===== config.mk =====
export PLATFORM = sky130hd
export DESIGN_NAME = gyro_quaternion_integrator_unit
export DESIGN_NICKNAME = d
export VERILOG_FILES = /design/src/sv/gqi_pkg.sv /design/src/sv/gqi_mac.sv /design/src/sv/gqi_rootdiv.sv /design/src/sv/gyro_quaternion_integrator_unit.sv
export VERILOG_INCLUDE_DIRS = /design/src /design/src/sv
export SDC_FILE = /design/constraint.sdc
export NUM_CORES = 2
export LEC_CHECK = 0
export BUFFER_PORTS_ARGS = -buffer_cell sky130_fd_sc_hd__buf_4
export CORE_ASPECT_RATIO = 0.5
export CORE_UTILIZATION = 65
export CTS_BUF_LIST = sky130_fd_sc_hd__clkbuf_4
export DETAILED_ROUTE_END_ITERATION = 6
export PLACE_DENSITY = 0.83
export SETUP_SLACK_MARGIN = 0.5
export SLEW_MARGIN = 10
export SYNTH_ARGS = -nofsm -noshare
export SYNTH_HDL_FRONTEND = slang
export SYNTH_SLANG_ARGS = --single-unit

===== constraint.sdc =====
create_clock -name clk -period 24 [get_ports clk]
set_input_delay 2.4 -clock clk [delete_from_list [all_inputs] [get_ports clk]]
set_output_delay 2.4 -clock clk [all_outputs]
set_load 0.02 [all_outputs]

===== src/sv/gyro_quaternion_integrator_unit_assert.svh =====
// ----------------------------------------------------------------------------
// Assertion macros for the gyro quaternion integrator
// Implication checks on clk, disabled while rst is high; empty for synthesis.
// ----------------------------------------------------------------------------
`ifndef GYRO_QUATERNION_INTEGRATOR_UNIT_ASSERT_SVH
`define GYRO_QUATERNION_INTEGRATOR_UNIT_ASSERT_SVH
`ifndef SYNTH
`define GQI_ASSERT_SAME(label, ante, cons) \
  label: assert property (@(posedge clk) disable iff (rst) (ante) |-> (cons)) \
    else $error("gqi check failed");
`define GQI_ASSERT_NEXT(label, ante, cons) \
  label: assert property (@(posedge clk) disable iff (rst) (ante) |=> (cons)) \
    else $error("gqi check failed");
`else
`define GQI_ASSERT_SAME(label, ante, cons)
`define GQI_ASSERT_NEXT(label, ante, cons)
`endif
`endif


===== src/sv/gqi_pkg.sv =====
// ----------------------------------------------------------------------------
// gqi_pkg
// Shared constants, types and helper functions of the quaternion integrator.
// ----------------------------------------------------------------------------
package gqi_pkg;

  localparam logic signed [23:0] Q_ONE = 24'sd4194304;
  localparam logic signed [23:0] Q_MAX = 24'sd8388607;
  localparam logic signed [23:0] Q_MIN = -24'sd8388608;
  localparam logic [48:0] NORM_SQ_THRESHOLD = 49'd175921;

  typedef enum logic {RD_SQRT, RD_DIV} rd_mode_t;

  typedef struct packed {
    logic     start;
    rd_mode_t mode;
  } rd_cmd_t;

  typedef struct packed {
    logic busy;
    logic done;
  } rd_stat_t;

  typedef struct packed {
    logic [1:0] q_idx;
    logic [1:0] h_idx;
    logic       neg;
  } term_sel_t;

  // Saturate to the Q2.22 range.
  function automatic logic signed [23:0] sat_q(input logic signed [49:0] v);
    logic signed [23:0] r;
    if (v > 50'(Q_MAX)) r = Q_MAX;
    else if (v < 50'(Q_MIN)) r = Q_MIN;
    else r = v[23:0];
    return r;
  endfunction

  // Quaternion product terms: component, term -> (q index, rate index, sign).
  function automatic term_sel_t term_sel(input logic [1:0] comp, input logic [1:0] t);
    term_sel_t s;
    unique case ({comp, t})
      4'h0:    s = '{2'd1, 2'd0, 1'b1};
      4'h1:    s = '{2'd2, 2'd1, 1'b1};
      4'h2:    s = '{2'd3, 2'd2, 1'b1};
      4'h4:    s = '{2'd0, 2'd0, 1'b0};
      4'h5:    s = '{2'd2, 2'd2, 1'b0};
      4'h6:    s = '{2'd3, 2'd1, 1'b1};
      4'h8:    s = '{2'd0, 2'd1, 1'b0};
      4'h9:    s = '{2'd1, 2'd2, 1'b1};
      4'hA:    s = '{2'd3, 2'd0, 1'b0};
      4'hC:    s = '{2'd0, 2'd2, 1'b0};
      4'hD:    s = '{2'd1, 2'd1, 1'b0};
      4'hE:    s = '{2'd2, 2'd0, 1'b1};
      default: s = '{2'd0, 2'd0, 1'b0};
    endcase
    return s;
  endfunction

endpackage


===== src/sv/gqi_mac.sv =====
// ----------------------------------------------------------------------------
// gqi_mac
// Shared signed 25x25 multiplier with a registered product.
// ----------------------------------------------------------------------------
module gqi_mac (
  input  logic               clk,
  input  logic signed [24:0] a,
  input  logic signed [24:0] b,
  output logic signed [49:0] prod
);
  always_ff @(posedge clk) begin
    prod <= a * b;
  end
endmodule


===== src/sv/gqi_rootdiv.sv =====
// ----------------------------------------------------------------------------
// gqi_rootdiv
// Bit-serial square root and rounded divide on one shared subtractor.
// ----------------------------------------------------------------------------
module gqi_rootdiv (
  input  logic             clk,
  input  logic             rst,
  input  gqi_pkg::rd_cmd_t cmd,
  input  logic [48:0]      radicand,
  input  logic [23:0]      mag,
  output logic [23:0]      quo,
  output logic             ovf,
  output gqi_pkg::rd_stat_t stat
);
  import gqi_pkg::*;

  rd_mode_t    mode;
  logic        busy;
  logic        done;
  logic [4:0]  cnt;
  logic [24:0] root;
  logic [27:0] rem;
  logic [49:0] rad;
  logic [23:0] num_lo;
  logic [27:0] wrem;
  logic [27:0] trial;
  logic [27:0] diff;
  logic        ge;
  logic [45:0] num;
  logic        ovf_c;

  // Shared trial subtract: root digit pair or next dividend bit.
  always_comb begin
    if (mode == RD_SQRT) begin
      wrem  = {rem[25:0], rad[49:48]};
      trial = {1'b0, root, 2'b01};
    end else begin
      wrem  = {rem[26:0], num_lo[23]};
      trial = {3'b000, root};
    end
    ge   = (wrem >= trial);
    diff = wrem - trial;
    num   = {mag, 22'd0} + {22'd0, root[24:1]};
    ovf_c = ({3'b000, num} >= {root, 24'd0});
  end

  always_ff @(posedge clk) begin
    if (rst) begin
      busy <= 1'b0;
      done <= 1'b0;
    end else begin
      done <= 1'b0;
      if (cmd.start) begin
        mode <= cmd.mode;
        busy <= 1'b1;
        if (cmd.mode == RD_SQRT) begin
          rad  <= {1'b0, radicand};
          rem  <= '0;
          root <= '0;
          cnt  <= 5'd24;
        end else begin
          rem    <= {6'd0, num[45:24]};
          num_lo <= num[23:0];
          quo    <= '0;
          ovf    <= ovf_c;
          cnt    <= 5'd23;
        end
      end else if (busy) begin
        rem <= ge ? diff : wrem;
        if (mode == RD_SQRT) begin
          root <= {root[23:0], ge};
          rad  <= {rad[47:0], 2'b00};
        end else begin
          quo    <= {quo[22:0], ge};
          num_lo <= {num_lo[22:0], 1'b0};
        end
        if (cnt == 5'd0) begin
          busy <= 1'b0;
          done <= 1'b1;
        end else begin
          cnt <= cnt - 5'd1;
        end
      end
    end
  end

  assign stat = '{busy: busy, done: done};
endmodule


===== src/sv/gyro_quaternion_integrator_unit.sv =====
// ----------------------------------------------------------------------------
// gyro_quaternion_integrator_unit
// First-order quaternion integration of gyro rates with renormalisation.
// ----------------------------------------------------------------------------
// Use: present rate_x/y/z (rad/s, 2^-12) and time_step (s, 2^-16) with
// in_valid; a beat is taken when in_valid is high and in_stall low. in_stall
// stays high while an update is being worked, so one beat is in flight.
// Each beat yields one result beat on quat_w/x/y/z (Q2.22) with out_valid;
// the receiver holds it off with out_stall. The result sits in an output
// register, so a new input beat is taken while the old result waits.
// The shared 25x25 multiplier does the first part (24 products, one rounding
// step per component, one norm check); when the sum is renormalised, the
// bit-serial root/divide unit does the rest (the root, then 4 divides).
// Throughput: the next beat is taken the cycle after the result is loaded.
// Reset restores the identity attitude (w = 1.0) and empties the output.
// A stalled receiver holds the finished result in the sequencer until the
// output register drains; no beat is dropped.
// ----------------------------------------------------------------------------
module gyro_quaternion_integrator_unit (
  input  logic               clk,
  input  logic               rst,
  input  logic               in_valid,
  output logic               in_stall,
  input  logic signed [19:0] rate_x,
  input  logic signed [19:0] rate_y,
  input  logic signed [19:0] rate_z,
  input  logic        [15:0] time_step,
  output logic               out_valid,
  input  logic               out_stall,
  output logic signed [23:0] quat_w,
  output logic signed [23:0] quat_x,
  output logic signed [23:0] quat_y,
  output logic signed [23:0] quat_z
);
  import gqi_pkg::*;

`include "gyro_quaternion_integrator_unit_assert.svh"

  typedef enum logic [3:0] {
    S_IDLE, S_MUL, S_ACC, S_ROUND, S_SQ, S_SQACC, S_CHECK,
    S_SQRT, S_DIVGO, S_DIVWAIT, S_OUT
  } state_t;

  state_t             state;
  logic [1:0]         comp;
  logic [2:0]         op;
  logic signed [19:0] rate [3];
  logic [15:0]        dt;
  logic signed [23:0] attitude [4];
  logic signed [23:0] res [4];
  logic signed [45:0] acc_s;
  logic signed [63:0] acc_d;
  logic [48:0]        acc_sq;

  logic signed [24:0] mul_a;
  logic signed [24:0] mul_b;
  logic signed [49:0] prod;
  term_sel_t          tsel;
  logic signed [19:0] rate_sel;
  logic signed [63:0] rnd;
  logic signed [49:0] sum_c;
  logic signed [63:0] prod_ext;
  rd_cmd_t            rd_cmd;
  rd_stat_t           rd_stat;
  logic [23:0]        rd_quo;
  logic               rd_ovf;
  logic [23:0]        mag;
  logic [23:0]        q_div;
  logic signed [25:0] q_signed;
  logic               out_free;

  assign in_stall = (state != S_IDLE);
  assign out_free = !out_valid || !out_stall;

  // Operand selection for the shared multiplier.
  always_comb begin
    tsel = term_sel(comp, op[1:0]);
    unique case (tsel.h_idx)
      2'd0:    rate_sel = rate[0];
      2'd1:    rate_sel = rate[1];
      default: rate_sel = rate[2];
    endcase
    mul_a = '0;
    mul_b = '0;
    if (state == S_MUL) begin
      if (op < 3'd3) begin
        mul_a = 25'(attitude[tsel.q_idx]);
        mul_b = 25'(rate_sel);
      end else if (op == 3'd3) begin
        mul_a = {2'b00, acc_s[22:0]};
        mul_b = {9'd0, dt};
      end else begin
        mul_a = {{2{acc_s[45]}}, acc_s[45:23]};
        mul_b = {9'd0, dt};
      end
    end else if (state == S_SQ) begin
      mul_a = 25'(res[comp]);
      mul_b = 25'(res[comp]);
    end
  end

  gqi_mac u_mac (.clk(clk), .a(mul_a), .b(mul_b), .prod(prod));

  // Round the derivative term to Q2.22 (half towards +inf) and add.
  always_comb begin
    prod_ext = 64'(prod);
    rnd      = acc_d + (64'sd1 <<< 28);
    sum_c    = 50'(attitude[comp]) + 50'(rnd >>> 29);
    mag      = res[comp][23] ? 24'(-25'(res[comp])) : res[comp];
    q_div    = rd_ovf ? '1 : rd_quo;
    q_signed = res[comp][23] ? -26'({2'b00, q_div}) : 26'({2'b00, q_div});
    rd_cmd.start = ((state == S_CHECK) && (acc_sq > NORM_SQ_THRESHOLD)) ||
                   (state == S_DIVGO);
    rd_cmd.mode  = (state == S_DIVGO) ? RD_DIV : RD_SQRT;
  end

  gqi_rootdiv u_rootdiv (
    .clk(clk), .rst(rst), .cmd(rd_cmd), .radicand(acc_sq), .mag(mag),
    .quo(rd_quo), .ovf(rd_ovf), .stat(rd_stat)
  );

  always_ff @(posedge clk) begin
    if (rst) begin
      state       <= S_IDLE;
      out_valid   <= 1'b0;
      attitude[0] <= Q_ONE;
      attitude[1] <= '0;
      attitude[2] <= '0;
      attitude[3] <= '0;
    end else begin
      // drop the result once it is taken, unless a new one replaces it
      if (out_valid && !out_stall && (state != S_OUT)) out_valid <= 1'b0;
      unique case (state)
        S_IDLE: begin
          if (in_valid) begin
            rate[0] <= rate_x;
            rate[1] <= rate_y;
            rate[2] <= rate_z;
            dt      <= time_step;
            comp    <= 2'd0;
            op      <= 3'd0;
            acc_s   <= '0;
            state   <= S_MUL;
          end
        end
        S_MUL: state <= S_ACC;
        S_ACC: begin
          if (op < 3'd3) begin
            acc_s <= tsel.neg ? acc_s - prod[45:0] : acc_s + prod[45:0];
          end else if (op == 3'd3) begin
            acc_d <= prod_ext;
          end else begin
            acc_d <= acc_d + (prod_ext <<< 23);
          end
          if (op == 3'd4) begin
            state <= S_ROUND;
          end else begin
            op    <= op + 3'd1;
            state <= S_MUL;
          end
        end
        S_ROUND: begin
          res[comp] <= sat_q(sum_c);
          op        <= 3'd0;
          acc_s     <= '0;
          if (comp == 2'd3) begin
            comp   <= 2'd0;
            acc_sq <= '0;
            state  <= S_SQ;
          end else begin
            comp  <= comp + 2'd1;
            state <= S_MUL;
          end
        end
        S_SQ: state <= S_SQACC;
        S_SQACC: begin
          acc_sq <= acc_sq + prod[48:0];
          if (comp == 2'd3) begin
            state <= S_CHECK;
          end else begin
            comp  <= comp + 2'd1;
            state <= S_SQ;
          end
        end
        S_CHECK: state <= (acc_sq > NORM_SQ_THRESHOLD) ? S_SQRT : S_OUT;
        S_SQRT: begin
          if (rd_stat.done) begin
            comp  <= 2'd0;
            state <= S_DIVGO;
          end
        end
        S_DIVGO: state <= S_DIVWAIT;
        S_DIVWAIT: begin
          if (rd_stat.done) begin
            res[comp] <= sat_q(50'(q_signed));
            if (comp == 2'd3) begin
              state <= S_OUT;
            end else begin
              comp  <= comp + 2'd1;
              state <= S_DIVGO;
            end
          end
        end
        S_OUT: begin
          // hold until the output register is free
          if (out_free) begin
            quat_w    <= res[0];
            quat_x    <= res[1];
            quat_y    <= res[2];
            quat_z    <= res[3];
            attitude  <= res;
            out_valid <= 1'b1;
            state     <= S_IDLE;
          end
        end
        default: state <= S_IDLE;
      endcase
    end
  end

  `GQI_ASSERT_NEXT(a_busy_after_accept, in_valid && !in_stall, state == S_MUL)
  `GQI_ASSERT_NEXT(a_result_loaded, state == S_OUT && out_free, out_valid)
  `GQI_ASSERT_SAME(a_rootdiv_owned, rd_stat.busy || rd_stat.done,
                   state == S_SQRT || state == S_DIVWAIT)
endmodule

==> summary.txt <==
Drt
  – Wire length per cell: 25.1 um
  – DRT iter0 DRCs: 6,620
  – Antenna-violating nets left: 0
  – DR vias/cell: 6.43
  – DRC: 5
  – Via count: 53,571
  – First-pass DRT Iterations: 7
  – Drt total wl: 209 mm

Floorplan
  – Core Box Area: 0.0984 sq mm
  – Die area: about 0.10 sq mm
  – Initial Util: 0.661
  – Die extent in x: between 400 and 500 um
  – # rows: 81
  – Top Ports: roughly 180
  – Die Y: 226 um

Synth
  – Ys async rst share: 0
  – Synth Area in Adders: 0.272
  – Yosys top cell area share: 0.261
  – FF+latch count, synth: ~720
  – Syn Nets: 7,805
  – Synthesized area per cell: 9.70 sq um
  – Count leader, synth: nand2_1
  – Post-synth EDFFs: 566
  – Post-synthesis compound-gate area fraction: 0.122
  – Synthesized cell area: between 0.06 and 0.07 sq mm
  – Synth unique cells: 91
  – Simple-gate area share of the yosys netlist: 0.143
  – Cell accounting for the most synthesized area: edfxtp_1
  – Synth Area in XOR/XNOR: 0.0466
  – YS warnings: 0
  – Main combinational cell family by area after synthesis: adder cells
  – Synth Flop Type: edfxtp_1
  – Multiplexer share of the synthesized area: 0.0449
  – Synth Instances: 6,701
  – Ranking of synthesized cells by area: edfxtp_1 26%, fa_1 20%, ha_1 7.2%
  – Seq/Total Area, Yosys: 0.309
  – Synth top cells by count: 939 x nand2_1, 758 x inv_1, 649 x fa_1

Worst hold path
  – Hold WC Path Type: reg -> reg

Setup path
  – Crit Path Max Fanout: 20
  – Required time worst endpoint: 24.91 ns
  – WP data arrival: 12.15 ns
  – CP Class: reg -> reg
  – Setup slack, reg-to-reg: around 13 ns
  – Slowest-stage cell, CP: a211oi_1
  – Critical path launch point type: flip-flop
  – Largest stage delay, worst path: 0.98 ns
  – CP Capture Type: flip-flop

Timing
  – Fin Hold WS: 0.476 ns
  – RSZ-0062 raised after global routing: no
  – Relative slew slack: 0.00324
  – Slew Viols, Final: 0
  – # setup viols final: 0
  – Final period util: 0.468
  – Post-route minimum period: 11.23 ns
  – Post-route setup TNS: 0 ns
  – Clock skew: 0.106 ns
  – Achievable clock frequency: 89.0 MHz
  – Hold Vio Cnt, Final: 0
  – Worst Tran Pin Value: 1.48 ns

Clock network
  – Root cell of the clock tree: clkbuf_4
  – Clock Path Buffers: 3
  – Count of hold-fix buffers inserted at cts: 0
  – Clock slew at reported path FFs: 0.08 ns
  – Clock latency on the worst-skew pair: 1.10 ns
  – Post-CTS setup buffer count: 0
  – TritonCTS clock tree: built
  – Total CTS buffers: 173
  – Sink Count: 719
  – H-tree Lvls: 4
  – Post_cts resized: 0

Global routing
  – Vias in the first global route: about 53,000
  – Total global-route track usage: 0.416
  – Largest net degree at the start of global routing: 98
  – First-pass GRT wire length: between 300 and 400 mm
  – Grt ovf: 0
  – Initial antenna violation count: 19

Placed design
  – Placed cell area: 0.0677 sq mm
  – Routability congestion estimate: 1.05
  – I/O Buffers: 177
  – Detailed Place HPWL: 159 mm

Cells and area
  – Nets: roughly 8,000
  – Post-layout instance area: 0.0700 sq mm
  – Filler Cell Count: 7,338
  – Proportion of layout cells with a drive suffix above 1: 0.108
  – P&R area growth vs syn: 7.66%
  – Multi-input combinational cell area: 0.0411 sq mm
  – Register area: approximately 0.02 sq mm

Power
  – Power consumption: 0.00621 W
  – PD cells: roughly 89 mW/mm^2
  – Peak supply drop: 107 uV
  – Pleak: 31.0 nW

Run status
  – Failing checks: DRC, capacitance limit
  – Status: finished with violations

Job
  – Max-cap viol count: 1
[cells in the final DEF, fill, tap and decap left out, types with 16 or more instances in the layout]
cell	n
a211oi_1	47
a21o_1	162
a21oi_1	385
a22o_1	90
a31oi_1	25
and2_0	17
and2_1	47
and3_1	68
buf_4	271
clkbuf_4	260
clkinv_1	31
dfxtp_1	153
diode_2	16
edfxtp_1	566
fa_1	649
ha_1	374
inv_1	758
mux2_2	32
mux2i_1	94
mux4_2	71
nand2_1	937
nand2b_1	65
nand3_1	73
nand4_1	44
nor2_1	619
nor2b_1	42
nor3_1	56
nor4_1	29
o21a_1	52
o21ai_0	253
o21ai_1	17
o21bai_1	31
o31ai_1	20
or2_2	22
or3_1	23
xnor2_1	205
xor2_1	139
[critical path, delay by kind of cell, from the launching register on]
family / cells / cell delay [ns]
buffers and inverters: 9 / 1.34
adders and majority gates: 9 / 4.30
and+or+nand+nor: 5 / 1.04
muxes: 2 / 0.39
xor gates and xnor gates: 1 / 0.12
AOI/OAI and AO/OA: 9 / 3.35
DFF: 1 / 0.52
[flip-flops by register name, indices dropped and copies added, names as in the netlist, 27 cells and up]
signal         count
u_mac.prod        50
u_rootdiv.rad     50
acc_sq            49
attitude          96
acc_s             46
acc_d             41
rate              60
res               96
u_rootdiv.rem     27
[per-layer routing]
metal / share of wire / track usage
met2: 0.43 / 0.623
met1: 0.36 / 0.534
met4: 0.054 / 0.202
met5: 0.00065 / 0
met3: 0.15 / 0.156
[kinds of logic (layout without fill, tap and decap cells)]
| logic type | after synthesis | after routing |
|---|---|---|
| AND/OR/NAND/NOR | 2114 | 2114 |
| AO/OA/AOI/OAI | 1246 | 1246 |
| buffers and inverters | 1054 | 1343 |
| adder cells (fa/ha/maj) | 1024 | 1024 |
| flip-flops | 719 | 719 |
| XOR/XNOR | 345 | 345 |
| multiplexers | 199 | 199 |
| other | 0 | 16 |
[cell type report]
class                      count  area share
multi-input combinational   4928       0.587
sequential                   719       0.287
inverter                     759      0.0407
timing repair buffer         271      0.0291
clock buffer                 260      0.0279
tap                         1328      0.0237
clock inverter                53     0.00422
antenna                       16    0.000572
[report_power, final]
| group | total [W] | switching (W) | internal (W) | leakage, nW |
|---|---|---|---|---|
| Sequential | 0.00164 | 0.000188 | 0.00145 | 6.43 |
| Combinational | 0.00350 | 0.00217 | 0.00133 | 23.2 |
| Clock | 0.00106 | 0.000551 | 0.000511 | 1.33 |
[path summary, 6_finish.rpt]
kind | cells after the start | start | end
worst max register to register | 35 | op[0] | u_mac.prod[49]
worst min-delay path | 2 | attitude[15] | attitude[15]
worst min register to register | 2 | attitude[15] | attitude[15]
worst max-delay path | 35 | op[0] | u_mac.prod[49]
[per-stage QoR]
stage,std cells,util,worst slack [ns]
detailed placement,8005,0.688,13.11
CTS,8318,0.711,13.09
finish,8334,0.711,12.77
global route,8322,0.711,12.53
global placement,8005,0.688,13.29
floorplan,6701,-,14.38
Power figures use the tool's default switching activity.
